==> src/rtl/arc_pkg.sv <==
// ----------------------------------------------------------------------------
// arc_pkg
// Shared types and codes of the multi-table arithmetic range encoder.
// ----------------------------------------------------------------------------
package arc_pkg;

  localparam logic [1:0] REQ_LOAD   = 2'd0;
  localparam logic [1:0] REQ_ENCODE = 2'd1;
  localparam logic [1:0] REQ_FINISH = 2'd2;

  localparam int unsigned CUM_W = 31;

  typedef struct packed {
    logic bit_vld;
    logic bit_val;
    logic flush;
    logic close;
  } arc_cmd_t;

endpackage

==> src/rtl/arc_pack.sv <==
// ----------------------------------------------------------------------------
// arc_pack
// Bit packer: gathers bits MSB first into bytes, holds the newest byte so the
// final one of a request can be marked, and drives the output register.
// ----------------------------------------------------------------------------
module arc_pack import arc_pkg::*; (
  input  logic       clk,
  input  logic       rst_n,
  input  arc_cmd_t   cmd,
  input  logic       ovf,
  output logic       ack,
  output logic       out_tvalid,
  input  logic       out_tready,
  output logic [7:0] out_tdata,   // out_byte
  output logic       out_tlast,
  output logic       out_tuser    // overflow
);

  logic [6:0] acc_r, acc_nxt;
  logic [2:0] fill_r, fill_nxt;
  logic       hold_vld_r, hold_vld_nxt;
  logic [7:0] hold_byte_r, hold_byte_nxt;
  logic       hold_ovf_r, hold_ovf_nxt;
  logic       out_vld_r, out_vld_nxt;
  logic [7:0] out_byte_r, out_byte_nxt;
  logic       out_last_r, out_last_nxt;
  logic       out_ovf_r, out_ovf_nxt;
  logic       out_free, mk;
  logic [7:0] new_byte;

  always_comb begin
    out_free      = !out_vld_r || out_tready;
    acc_nxt       = acc_r;
    fill_nxt      = fill_r;
    hold_vld_nxt  = hold_vld_r;
    hold_byte_nxt = hold_byte_r;
    hold_ovf_nxt  = hold_ovf_r;
    out_vld_nxt   = out_vld_r && !out_tready;
    out_byte_nxt  = out_byte_r;
    out_last_nxt  = out_last_r;
    out_ovf_nxt   = out_ovf_r;
    mk            = 1'b0;
    new_byte      = {acc_r, cmd.bit_val};
    if (cmd.bit_vld && fill_r == 3'd7) begin
      mk = 1'b1;
    end
    if (cmd.flush && fill_r != 3'd0) begin
      mk       = 1'b1;
      new_byte = 8'({1'b0, acc_r} << (4'd8 - {1'b0, fill_r}));
    end
    ack = 1'b1;
    if ((mk || cmd.close) && hold_vld_r && !out_free) begin
      ack = 1'b0;
    end
    if (ack) begin
      if (mk) begin
        acc_nxt  = '0;
        fill_nxt = '0;
        if (hold_vld_r) begin
          out_vld_nxt  = 1'b1;
          out_byte_nxt = hold_byte_r;
          out_last_nxt = 1'b0;
          out_ovf_nxt  = hold_ovf_r;
        end
        hold_vld_nxt  = 1'b1;
        hold_byte_nxt = new_byte;
        hold_ovf_nxt  = ovf;
      end else if (cmd.bit_vld) begin
        acc_nxt  = {acc_r[5:0], cmd.bit_val};
        fill_nxt = fill_r + 3'd1;
      end
      if (cmd.close && hold_vld_r) begin
        out_vld_nxt  = 1'b1;
        out_byte_nxt = hold_byte_r;
        out_last_nxt = 1'b1;
        out_ovf_nxt  = hold_ovf_r;
        hold_vld_nxt = 1'b0;
      end
    end
  end

  always_ff @(posedge clk) begin
    if (!rst_n) begin
      acc_r      <= '0;
      fill_r     <= '0;
      hold_vld_r <= 1'b0;
      out_vld_r  <= 1'b0;
    end else begin
      acc_r      <= acc_nxt;
      fill_r     <= fill_nxt;
      hold_vld_r <= hold_vld_nxt;
      out_vld_r  <= out_vld_nxt;
    end
    hold_byte_r <= hold_byte_nxt;
    hold_ovf_r  <= hold_ovf_nxt;
    out_byte_r  <= out_byte_nxt;
    out_last_r  <= out_last_nxt;
    out_ovf_r   <= out_ovf_nxt;
  end

  assign out_tvalid = out_vld_r;
  assign out_tdata  = out_byte_r;
  assign out_tlast  = out_last_r;
  assign out_tuser  = out_ovf_r;

endmodule

==> config.mk <==
export PLATFORM = sky130hd
export DESIGN_NAME = arc_pack
export DESIGN_NICKNAME = d
export VERILOG_FILES = /design/src/rtl/arc_pkg.sv /design/src/rtl/arc_pack.sv
export SDC_FILE = /design/constraint.sdc
export NUM_CORES = 1
export LEC_CHECK = 0
export BUFFER_PORTS_ARGS = -buffer_cell sky130_fd_sc_hd__buf_2
export CORE_MARGIN = 2
export CORE_UTILIZATION = 54
export DETAILED_ROUTE_END_ITERATION = 7
export PLACE_DENSITY = 0.76
export RECOVER_POWER = 100
export SYNTH_ARGS = -nofsm -noshare
export SYNTH_HDL_FRONTEND = slang
export SYNTH_SLANG_ARGS = --single-unit
==> constraint.sdc <==
create_clock -name clk -period 3.1 [get_ports clk]
set_clock_uncertainty 0.15 [all_clocks]
set_input_delay 0.62 -clock clk [delete_from_list [all_inputs] [get_ports clk]]
set_output_delay 0.62 -clock clk [all_outputs]
set_load 0.02 [all_outputs]
==> results_dict.tcl <==
set metrics [dict create \
    synth_seq_cells 31 \
    area_delta_synth_final_pct 10.0 \
    drive_above_1_share_pct 13.2 \
    num_rows 18 \
    synth_cells 128 \
    die-area_um2 3170 \
    cts_buffer_depth 2 \
    placed_area_um2 1580 \
    period_share_pct 94.3 \
    fin_area_um2 1620 \
    cts-root-buf "clkbuf_4" \
    antennaDiodeCount 0 \
    yosys_warnings 0 \
    grt_max_degree 16 \
    hold_buffers 0 \
    place_ws_ps 557 \
    tns_ps 0 \
    drc 0 \
    cts_setup_buffers 0 \
    drv_slew 0 \
    port_buffers 19 \
    htree_levels 2 \
    gp_congestion 0.830 \
    rsz0062_at_grt "false" \
    wl_per_cell_um 13.8 \
    clk_pin_slew_ps 100 \
    overflow 0 \
    insertion_delay_ps 340 \
    synth_top_cell_by_area "edfxtp_1" \
    startpoint_type "register" \
    io_pins 20 \
    fmax_ghz 0.342 \
    start_util_pct 58.5 \
    num-nets-final 163 \
    synth-edff-count 19 \
    worst_pin_slew_ps 801 \
    power_leakage_nw 0.661 \
    die_h_um 56.3 \
    wirelength_um 2520 \
    async_flop_share_pct 0 \
    antenna_found_initial 0 \
    cts_buffers 5 \
    cts_tree "done" \
    outcome "finished clean" \
    drtPass1Iterations 4 \
    end_kind "output port" \
    viasPerCell 5.50 \
    ys.flop_type "edfxtp_1" \
    avgSynthCellArea_um2 11.5 \
    powerDensity_nw_per_um2 621 \
    die_w_um 56.3 \
    ys_seq_area_share_pct 55.0 \
    worstSetupPathType "register to output port" \
    first_global_vias 998 \
    clock-sinks 31 \
    p_total_mw 1.01 \
    finalWorstSetupSlack_ps 178 \
    grt_pass1_wl_um 4360 \
    hold_viol 0 \
    antenna_left 0 \
    worstPathArrival_ps 2150 \
    dpl.hpwl_um 1810 \
    slew_headroom_pct 46.2 \
    worstPathMaxFanout 15 \
    synth_top_area_share_pct 38.7 \
    netlist_area_um2 1480 \
    via_count 1001 \
    core-area_um2 2520 \
    post-route-util_pct 64.3 \
    crit_required_ps 2330 \
    hp-class "register to register" \
    ir_drop_v 0.000550 \
    post_cts_resized 0 \
    grt_use_total_pct 17.8 \
    syn-num-nets 140 \
    period_minus_slack_ps 2920 \
    setup_viol 0 \
    synthTopCellsByArea "edfxtp_1 (39%), dfxtp_1 (16%), mux2i_1 (12%), nand2_1 (8.4%), ha_1 (3.4%)" \
    yosysUniqueCellTypes 27 \
    drt-initial-drc-count 22 \
    maxCapViolations 0 \
]
-- area by class of cell --
class / instances / area, um2
Clock buffer: 5 / 37.5
Clock inverter: 3 / 38.8
Fill cell: 212 / 900
Inverter: 7 / 26.3
Multi-Input combinational cell: 84 / 579
Sequential cell: 31 / 811
Tap cell: 30 / 37.5
Timing Repair Buffer: 22 / 92.6
-- state kept, by name (all words and copies together), names as in the netlist --
name and flops:
out_tdata 8, hold_byte_r 8, acc_r 7, hold_vld_r 1, hold_ovf_r 1, out_tuser 1, out_tlast 1, out_tvalid 1
fill_r 3
-- stage by stage --
step | instances | hold slack [ps]
2_1_floorplan | 128 | 250
3_3_place_gp | 174 | 250
3_5_place_dp | 174 | 255
4_1_cts | 182 | 277
5_1_grt | 182 | 288
6_report | 182 | 275
-- where the power goes --
group          total [mW]  leakage [nW]  switching, mW  internal, mW
Clock               0.303        0.0426          0.137         0.166
Sequential          0.511         0.274         0.0284         0.483
Combinational       0.193         0.344          0.118        0.0751
Total                1.01         0.661          0.284         0.723
-- cells by family (layout without fill, tap and decap cells) --
family / count (synthesis) / in the layout / share of synthesized area, %
simple gates: 45 / 45 / 14.5
mux: 19 / 19 / 13.0
fa+ha+maj: 4 / 4 / 3.39
buf+inv: 13 / 37 / 5.43
flops: 31 / 31 / 55.0
compound gates: 16 / 16 / 8.74
-- synthesized netlist by cell type (all sizes together), types with 2 or more instances --
cell	count
nand2	33
edfxtp	19
mux2i	18
dfxtp	12
inv	7
buf	5
a22o	4
ha	4
a32oi	3
nor2	3
nor3	3
a22oi	2
nor3b	2
o21ai	2
-- worst max-delay path, stage by stage, from the launching register on --
cell      delay [ps]
dfxtp_1          620
inv_1            210
ha_1             250
ha_1             170
nand2b_4         200
nand2_1          120
o211ai_1          80
clkbuf_2         170
-- layout by cell type, fill, tap and decap left out, types with 4 or more instances in the layout --
master / synthesis / final
edfxtp_1: 19 / 19
ha_1: 4 / 4
buf_2: 1 / 7
mux2i_1: 18 / 18
nand2_1: 33 / 33
clkbuf_4: 0 / 5
inv_1: 7 / 7
dfxtp_1: 12 / 12
clkbuf_1: 1 / 14
a22o_1: 4 / 4
-- path summary, 6_finish.rpt --
check,to,start,cells after the start,slack [ps]
min,out_tdata[5]$_DFFE_PP_,hold_byte_r[5]$_DFFE_PP_,0,280
min reg2reg,out_tdata[5]$_DFFE_PP_,hold_byte_r[5]$_DFFE_PP_,0,280
max,ack,fill_r[0]$_SDFFE_PN0P_,7,180
max reg2reg,hold_byte_r[6]$_DFFE_PP_,fill_r[0]$_SDFFE_PN0P_,7,400
-- per-layer routing --
layer / vias to the layer above / GRT usage [%] / part of all wire [%]
met5: - / 0 / 0
li1: 504 / - / -
met3: 5 / 6.91 / 7.1
met2: 26 / 29.9 / 49
met4: 0 / 5.78 / 1.6
met1: 466 / 20.7 / 42
Power figures use the tool's default switching activity.
