`config.mk`:
```
export PLATFORM = sky130hd
export DESIGN_NAME = arc_div
export DESIGN_NICKNAME = d
export VERILOG_FILES = /design/src/rtl/arc_pkg.sv /design/src/rtl/arc_div.sv
export SDC_FILE = /design/constraint.sdc
export NUM_CORES = 1
export LEC_CHECK = 0
export BUFFER_PORTS_ARGS = -buffer_cell sky130_fd_sc_hd__buf_2
export CAP_MARGIN = 40
export CORE_UTILIZATION = 48
export CTS_BUF_LIST = sky130_fd_sc_hd__clkbuf_8
export DETAILED_ROUTE_END_ITERATION = 8
export PLACE_DENSITY_LB_ADDON = 0.08
export SLEW_MARGIN = 20
export SYNTH_ARGS = -nofsm -noshare
export SYNTH_HDL_FRONTEND = slang
export SYNTH_SLANG_ARGS = --single-unit
```
`constraint.sdc`:
```
create_clock -name clk -period 3.49 [get_ports clk]
set_input_delay 0.1745 -clock clk [delete_from_list [all_inputs] [get_ports clk]]
set_output_delay 0.1745 -clock clk [all_outputs]
set_load 0.1 [all_outputs]
```
`src/rtl/arc_pkg.sv`:
```
// ----------------------------------------------------------------------------
// arc_pkg
// Shared types and codes of the multi-table arithmetic range encoder.
// ----------------------------------------------------------------------------
package arc_pkg;

  localparam logic [1:0] REQ_LOAD   = 2'd0;
  localparam logic [1:0] REQ_ENCODE = 2'd1;
  localparam logic [1:0] REQ_FINISH = 2'd2;

  localparam int unsigned CUM_W = 31;

  typedef struct packed {
    logic bit_vld;
    logic bit_val;
    logic flush;
    logic close;
  } arc_cmd_t;

endpackage

```
`src/rtl/arc_div.sv`:
```
// ----------------------------------------------------------------------------
// arc_div
// Restoring divider, one quotient bit per cycle; quotient fits in QW bits.
// ----------------------------------------------------------------------------
module arc_div import arc_pkg::*; #(
  parameter int unsigned QW = 33
) (
  input  logic                clk,
  input  logic                rst_n,
  input  logic                start,
  input  logic [QW+CUM_W-1:0] dividend,
  input  logic [CUM_W-1:0]    divisor,
  output logic                done,
  output logic [QW-1:0]       quotient
);

  localparam int unsigned CW = $clog2(QW + 1);

  logic [CUM_W-1:0] rem_r, rem_nxt;
  logic [QW-1:0]    q_r, q_nxt;
  logic [CUM_W-1:0] div_r;
  logic [CW-1:0]    cnt_r, cnt_nxt;
  logic             busy_r, busy_nxt;
  logic             done_r, done_nxt;
  logic [CUM_W:0]   trial;

  always_comb begin
    rem_nxt  = rem_r;
    q_nxt    = q_r;
    cnt_nxt  = cnt_r;
    busy_nxt = busy_r;
    done_nxt = 1'b0;
    trial    = {rem_r, q_r[QW-1]};
    if (start) begin
      rem_nxt  = dividend[QW+CUM_W-1:QW];
      q_nxt    = dividend[QW-1:0];
      cnt_nxt  = CW'(QW);
      busy_nxt = 1'b1;
    end else if (busy_r) begin
      if (trial >= {1'b0, div_r}) begin
        rem_nxt = CUM_W'(trial - {1'b0, div_r});
        q_nxt   = {q_r[QW-2:0], 1'b1};
      end else begin
        rem_nxt = trial[CUM_W-1:0];
        q_nxt   = {q_r[QW-2:0], 1'b0};
      end
      cnt_nxt = cnt_r - 1'b1;
      if (cnt_r == CW'(1)) begin
        busy_nxt = 1'b0;
        done_nxt = 1'b1;
      end
    end
  end

  always_ff @(posedge clk) begin
    if (!rst_n) begin
      busy_r <= 1'b0;
      done_r <= 1'b0;
      cnt_r  <= '0;
    end else begin
      busy_r <= busy_nxt;
      done_r <= done_nxt;
      cnt_r  <= cnt_nxt;
    end
    rem_r <= rem_nxt;
    q_r   <= q_nxt;
    if (start) begin
      div_r <= divisor;
    end
  end

  assign done     = done_r;
  assign quotient = q_r;

endmodule

```
==> results of run 1 <==
state kept, by name, summed over array words and instances, names as in the netlist:
name	flops
quotient	33
div_r	31
rem_r	31
cnt_r	6
busy_r	1
done	1
critical path, cell delays in order (launching register included):
cell,delay [ps]
edfxtp_1,430
ha_2,220
fa_2,350
nor2b_1,150
o31a_1,240
o31ai_2,100
nor3_2,270
o31ai_4,90
a21oi_2,160
or2_1,170
buf_4,250
mux2_2,360
mux2_2,260
cells by family (layout without fill, tap and decap cells):
group | Yosys count | in the layout | synth area share (%)
AND/OR/NAND/NOR | 134 | 134 | 11.17
multiplexers | 72 | 72 | 13.81
flip-flops | 103 | 103 | 49.71
XOR/XNOR | 27 | 27 | 3.902
buffers and inverters | 58 | 224 | 3.881
adder cells (fa/ha/maj) | 34 | 34 | 7.143
AO/OA/AOI/OAI | 100 | 100 | 10.38
metrics by stage:
step	instance area (um^2)	instances	hold slack [ps]	setup TNS [ps]	util, %
final	7440	862	27.32	0	61.17
after global routing	7440	862	16.43	0	61.17
after CTS	7435	862	3.922	0	61.13
after detailed placement	6939	815	352.6	0	57.06
after global placement	6939	815	351.0	0	57.06
after floorplan	6070	528	273.4	-4660	-
cells in the final DEF (no fill, tap or decap), types with 2 or more instances in the layout:
cell | netlist | layout
a211o_1 | 2 | 2
a211oi_1 | 7 | 7
a21o_1 | 4 | 4
a21oi_1 | 37 | 37
a31oi_1 | 2 | 2
and3_1 | 2 | 2
and4b_1 | 3 | 3
buf_12 | 0 | 3
buf_2 | 2 | 130
buf_4 | 0 | 6
clkbuf_8 | 0 | 9
clkinvlp_4 | 0 | 2
dfxtp_1 | 8 | 8
dlygate4sd3_1 | 0 | 31
edfxtp_1 | 95 | 95
ha_1 | 33 | 32
inv_1 | 38 | 38
inv_6 | 0 | 3
mux2_2 | 57 | 57
mux2_4 | 9 | 9
mux2i_1 | 6 | 6
nand2_1 | 33 | 33
nand2b_1 | 5 | 5
nand3_1 | 6 | 6
nand4_1 | 9 | 9
nor2_1 | 32 | 32
nor2b_1 | 12 | 12
nor3_1 | 13 | 12
nor3_2 | 1 | 2
nor3b_1 | 2 | 2
nor4_1 | 10 | 10
o21a_1 | 6 | 6
o21ai_0 | 24 | 24
o21bai_1 | 5 | 5
o31ai_1 | 2 | 2
xnor2_1 | 15 | 15
xor2_1 | 12 | 12
how the worst min path moves through the flow:
stage	from	endpoint	depth (start not counted)
2_1_floorplan	divisor[0]	div_r[0]	0
3_3_place_gp	divisor[17]	div_r[17]	1
3_5_place_dp	divisor[27]	div_r[27]	1
4_1_cts	rst_n	cnt_r[0]	2
5_1_grt	rst_n	cnt_r[5]	2
6_report	rst_n	cnt_r[0]	2
per-layer routing:
metal  vias up  track usage (%)  wire, um
met1      2167            27.88      6238
li1       2269                -         -
met5         -                0         0
met3         6            5.611       537
met4         0            5.195       108
met2        94            33.98      6168
cell type report:
type,count,area (um^2),share of cell area (%)
sequential,103,3013,40.50
multi-input combinational,367,2823,37.94
tap,168,210.2,2.825
inverter,38,142.6,1.917
clock inverter,7,61.31,0.8241
timing repair buffer,170,1066,14.33
clock buffer,9,123.9,1.665
report_power, final:
group | switching [W] | internal [W] | total [W]
registers | 0.000110 | 0.00162 | 0.00173
logic | 0.00135 | 0.00102 | 0.00237
clock network | 0.000466 | 0.000273 | 0.000739
total | 0.00192 | 0.00291 | 0.00484
repair_timing:
action,in CTS,in global routing
endpoints found under the hold margin,31,0
resized for setup,0,1
setup endpoints to repair,0,1
hold buffers,31,0
==> impl_summary.log, run 1 <==
[metrics] status: finished, final reports clean
[metrics] number of standard-cell rows in the floorplan: 40
[metrics] clock tree from TritonCTS: yes
[metrics] via-per-instance ratio: 5.262
[metrics] RSZ-0062 raised after global routing: false
[metrics] cell at the root of the clock tree: clkbuf_8
[metrics] flip-flop and latch count after synthesis: 103
[metrics] pre-CTS WS: 187.3 ps
[metrics] num ports: 132
[metrics] standard cell core area: 12160 um^2
[metrics] initial antenna violation count: 0
[metrics] largest net degree at the start of global routing: 121
[metrics] post-detailed-placement half-perimeter wirelength: 9112 um
[metrics] achievable frequency: 303.4 MHz
[metrics] Layout Area Growth over Synthesis: 22.75%
[metrics] clock slew seen by the registers of the worst setup and hold paths: 110 ps
[metrics] Final #Nets: 821
[metrics] vias post-DR: 4536
[metrics] Detailed Route Iter0 Violations: 269
[metrics] crit path kind: reg2reg
[metrics] async set or reset register ratio after synthesis: 0%
[metrics] vias in the first global route: 4435
[metrics] critical path required time: 3640 ps
[metrics] post-route clock period utilization: 94.44%
[metrics] most numerous cell in the Yosys netlist: edfxtp_1
[metrics] register area share after synthesis: 49.71%
[metrics] relative max-transition margin: 46.80%
[metrics] total number of yosys warnings: 0
[metrics] DRC violations left: 0
[metrics] final-layout fill cell count: 1025
[metrics] aggregate routed wire length: 13050 um
[metrics] Antenna diodes: 0
[metrics] EDFF count, synth: 95
[metrics] Leak: 3.136 nW
[metrics] first-pass iteration count of the detailed router: 4
[metrics] TritonCTS sink count: 103
[metrics] global-route wire length before repair: 21270 um
[metrics] final setup violation count: 0
[metrics] transition time at the pin with the least slew margin: 797.9 ps
[metrics] synthesized area: 6061 um^2
[metrics] initial core utilization: 49.84%
[metrics] power density normalized to cell area: 650.0 nW/um^2
[metrics] routed wirelength normalized by instance count: 15.14 um
[metrics] total setup buffers inserted after CTS: 0
[metrics] total nets after synthesis: 660
[metrics] dominant cells by area after synthesis: edfxtp_1 47%, mux2_2 11%, ha_1 6.8%, a21oi_1 3.1%, dfxtp_1 2.6%
[metrics] worst setup path startpoint: div_r[0]
[metrics] final global-route overflow total: 0
[metrics] area share of the largest cell type after synthesis: 47.07%
[metrics] clock skew: 15.44 ps
[metrics] gr usage total: 20.94%
[metrics] Max Transition Viols Final: 0
[metrics] number of buffers inserted during clock tree synthesis: 9
[metrics] layout cell share with drive strength beyond 1: 33.00%
[metrics] count of distinct cell types in the synthesized netlist: 51
[metrics] maximum fanout encountered on the critical timing path: 14
[metrics] start of the worst register-to-register path: div_r[0]
[metrics] CTS HTree Levels: 3
[metrics] Die ar.: 13080 um^2
[metrics] reg2reg path depth: 12
[metrics] Hold/Removal Path Class: in2reg
[metrics] sum of internal, switching and leakage power: 0.004836 W
[metrics] signal arrival time at the worst endpoint: 3450 ps
[metrics] top cells by instance count after synthesis: 95 x edfxtp_1, 57 x mux2_2, 38 x inv_1
[metrics] buffer levels on the longest clock path: 2
[metrics] R2R Setup Slk: 190 ps
[metrics] final critical path time including I/O delays and setup: 3296 ps
[metrics] final weighted congestion of routability-driven global placement: 0.8380
[metrics] library cell occupying the most area in the post-synthesis netlist: edfxtp_1
[metrics] CP Capture Type: flip-flop
[metrics] DRT antenna net count: 0
[metrics] Setup crit start kind: flip-flop
[metrics] capture point of the critical path: rem_r[4]
[metrics] latest clock arrival within the worst-skew pair: 400 ps
[metrics] synthesized instance count: 528
[metrics] height of the die: 114.4 um
[metrics] max capacitance violation total: 0
[metrics] Most used DFF post-synth: edfxtp_1
[metrics] post-route worst setup slack: 194.1 ps
[metrics] total of buffers placed on input and output ports: 131
[metrics] mean instance size in the synthesized netlist: 11.48 um^2
[metrics] Worst R2R End: rem_r[4]
[metrics] DIE WIDTH: 114.4 um
[metrics] count of endpoints failing hold in the final timing report: 0
[metrics] VDD IR max: 0.3606 mV
(Power assumes the default switching activity.)
==> run 2: changes to the inputs <==
Settings changed: ABC_AREA from default to 1, CORE_ASPECT_RATIO from default to 0.6.
==> run 2 against run 1 <==
Compared with the run above: synthesized area grew 18%; sequential share of layout area fell by 4.9 points; synthesized cell count is 87% higher; largest power group unchanged.
==> impl_summary.log, run 2 <==
[metrics] status: finished, final reports clean
[metrics] crit path kind: reg2reg
[metrics] Layout Area Growth over Synthesis: 18.82%
[metrics] total of buffers placed on input and output ports: 131
[metrics] initial antenna violation count: 0
[metrics] layout cell share with drive strength beyond 1: 15.49%
[metrics] non-filler cells, final: 1347
[metrics] number of buffers inserted during clock tree synthesis: 9
[metrics] pre-CTS WS: 747.8 ps
[metrics] post-route worst setup slack: 704.5 ps
[metrics] DRT antenna net count: 0
[metrics] total number of yosys warnings: 0
[metrics] sum of internal, switching and leakage power: 0.004854 W
[metrics] largest net degree at the start of global routing: 66
[metrics] final setup violation count: 0
[metrics] flip-flop and latch count after synthesis: 103
[metrics] clock skew: 14.36 ps
[metrics] most common library cell in the layout ignoring fill and taps: nand2_1
[metrics] vias post-DR: 6424
[metrics] Critical Path Slowest Stage Cell: fa_1
[metrics] proportion of power drawn by the clock network: 16.8%
[metrics] via-per-instance ratio: 4.769
[metrics] mean instance size in the synthesized netlist: 7.211 um^2
[metrics] CP Capture Type: flip-flop
[metrics] Setup crit start kind: flip-flop
[metrics] number of cells traversed by the worst hold path: 3
[metrics] delay contributed by the slowest stage of the critical path: 440 ps
[metrics] start of the worst register-to-register path: quotient[32]
[metrics] aggregate routed wire length: 18110 um
[metrics] Max Transition Viols Final: 0
[metrics] clock slew seen by the registers of the worst setup and hold paths: 110 ps
[metrics] Hold/Removal Path Class: in2reg
[metrics] routed wirelength normalized by instance count: 13.45 um
[metrics] Final #Nets: 1276
[metrics] critical path cell sequence: inv_1, ha_1, fa_1, inv_1, nand2_1, nand2_1, nand3_1, nand2_2, nand2_2, nand3_2, nand2_4, nand2_8, nand2_2, nand2_1, nand2_1, nand2_1
[metrics] achievable frequency: 359.0 MHz
[metrics] post-detailed-placement half-perimeter wirelength: 13940 um
[metrics] count of endpoints failing hold in the final timing report: 0
[metrics] largest delay contributor family on the critical path: simple AND/OR/NAND/NOR gates
[metrics] buffer levels on the longest clock path: 2
[metrics] fraction of the core area covered by cells at the end of the flow: 58.42%
[metrics] cell at the root of the clock tree: clkbuf_8
[metrics] final weighted congestion of routability-driven global placement: 0.9338
[metrics] Detailed Route Iter0 Violations: 426
[metrics] final-layout fill cell count: 1406
[metrics] Antenna diodes: 0
[metrics] final critical path time including I/O delays and setup: 2785 ps
[metrics] most frequent cells in the layout: 455 x nand2_1, 166 x inv_1, 130 x buf_2
[metrics] total negative slack for setup checks: 0 ps
[metrics] synthesized instance count: 989
[metrics] library cell occupying the most area in the post-synthesis netlist: edfxtp_1
[metrics] sequential power share: 34.2%
[metrics] dominant cells by area after synthesis: edfxtp_1 40%, nand2_1 24%, inv_1 8.8%, ha_1 5.8%, nand3_1 3.9%
[metrics] power density normalized to cell area: 572.8 nW/um^2
[metrics] first-pass iteration count of the detailed router: 5
[metrics] reg2reg path depth: 16
[metrics] HP Start: rst_n
[metrics] Leak: 4.592 nW
[metrics] synthesized area: 7132 um^2
[metrics] RSZ-0062 raised after global routing: false
[metrics] total nets after synthesis: 1121
[metrics] internal power: 0.002673 W
[metrics] path length in cells of the critical path: 16
[metrics] latest clock arrival within the worst-skew pair: 390 ps
[metrics] max FFs per register: 33
[metrics] maximum fanout encountered on the critical timing path: 32
[metrics] number of buffer and inverter stages on the critical path: 2
[metrics] initial core utilization: 49.16%
[metrics] area share of the largest cell type after synthesis: 40.00%
[metrics] most numerous cell in the Yosys netlist: nand2_1
[metrics] post-CTS resize count: 0
[metrics] worst setup path startpoint: quotient[32]
[metrics] CTS HTree Levels: 3
[metrics] count of distinct cell types in the synthesized netlist: 37
[metrics] DRC violations left: 0
[metrics] logic gate share of total power: 49.0%
[metrics] EDFF count, synth: 95
[metrics] TritonCTS sink count: 103
[metrics] relative max-transition margin: 50.97%
[metrics] critical path required time: 3740 ps
[metrics] final global-route overflow total: 0
[metrics] Die ar.: 15370 um^2
[metrics] DIE WIDTH: 159.4 um
[metrics] max capacitance violation total: 0
[metrics] Most used DFF post-synth: edfxtp_1
[metrics] standard cell core area: 14510 um^2
[metrics] height of the die: 96.42 um
[metrics] signal arrival time at the worst endpoint: 3040 ps
[metrics] transition time at the pin with the least slew margin: 734.4 ps
[metrics] num ports: 132
[metrics] switching pwr: 0.002181 W
[metrics] vias in the first global route: 5567
[metrics] top cells by instance count after synthesis: 455 x nand2_1, 168 x inv_1, 95 x edfxtp_1
[metrics] Placed Instances: 1300
[metrics] most prevalent standard cell on the critical path: nand2_1
[metrics] register area share after synthesis: 42.25%
[metrics] VDD IR max: 0.2608 mV
[metrics] async set or reset register ratio after synthesis: 0%
[metrics] switching portion of total power: 44.93%
[metrics] number of standard-cell rows in the floorplan: 34
[metrics] post-route clock period utilization: 79.81%
[metrics] global-route wire length before repair: 28530 um
[metrics] gr usage total: 23.98%
[metrics] clock tree from TritonCTS: yes
## run 2: changes by cell type after synthesis, moves of 23 or more
cell,before,now
inv_1,38,168
a21oi_1,37,14
mux2_2,57,0
nand2_1,33,455
nand3_1,6,55
## run 2: logic make-up (layout without fill, tap and decap cells)
kind of cell	Yosys count	count (layout)	synth area share (%)
fa+ha+maj	34	34	6.070
flops	103	103	42.25
buf+inv	191	351	10.74
compound gates	24	24	1.912
simple gates	622	622	37.19
xor+xnor	15	15	1.842
## run 2: final timing paths
kind / to / slack [ps]
max: rem_r[30] / 700
min reg2reg: cnt_r[1] / 520
min: busy_r / 40
max reg2reg: rem_r[30] / 700
## run 2: routing by layer
metal	vias to the layer above	track usage [%]	wire (um)
met3	7	5.036	1445
met4	0	2.724	74
met2	199	31.58	6586
met5	-	0	0
met1	2851	39.53	10010
li1	3367	-	-
## run 2: power by group through the flow
stage	combinational, W	clock [W]	sequential, W
floorplan	0.00150	0	0.00198
global placement	0.00231	0	0.00168
detailed placement	0.00231	0	0.00168
CTS	0.00235	0.000837	0.00166
global route	0.00265	0.000878	0.00168
finish	0.00238	0.000817	0.00166
## run 2: what timing repair did
| action | 4_1_cts | 5_1_grt |
|---|---|---|
| buffers inserted | 0 | 0 |
| endpoints found under the hold margin | 31 | 0 |
| hold buffers | 31 | 0 |
## run 2: worst min-delay path, cell delays in order
cell and delay (ps):
buf_2 120, nand2_1 60, a21oi_1 30
## run 2: area by class of cell
type,instances,area (um^2),area share (%)
clock inverter,7,91.34,1.078
sequential,103,3013,35.55
multi-input combinational,695,3353,39.57
clock buffer,9,123.9,1.462
inverter,169,634.4,7.486
timing repair buffer,166,1011,11.93
tap,198,247.7,2.923
## run 2: per-stage QoR
step           hold slack, ps  instance area [um^2]
4_1_cts                 17.97                  8474
3_3_place_gp            350.6                  7949
5_1_grt                 25.15                  8474
6_report                40.09                  8474
3_5_place_dp            352.6                  7949
2_1_floorplan           273.4                  7132
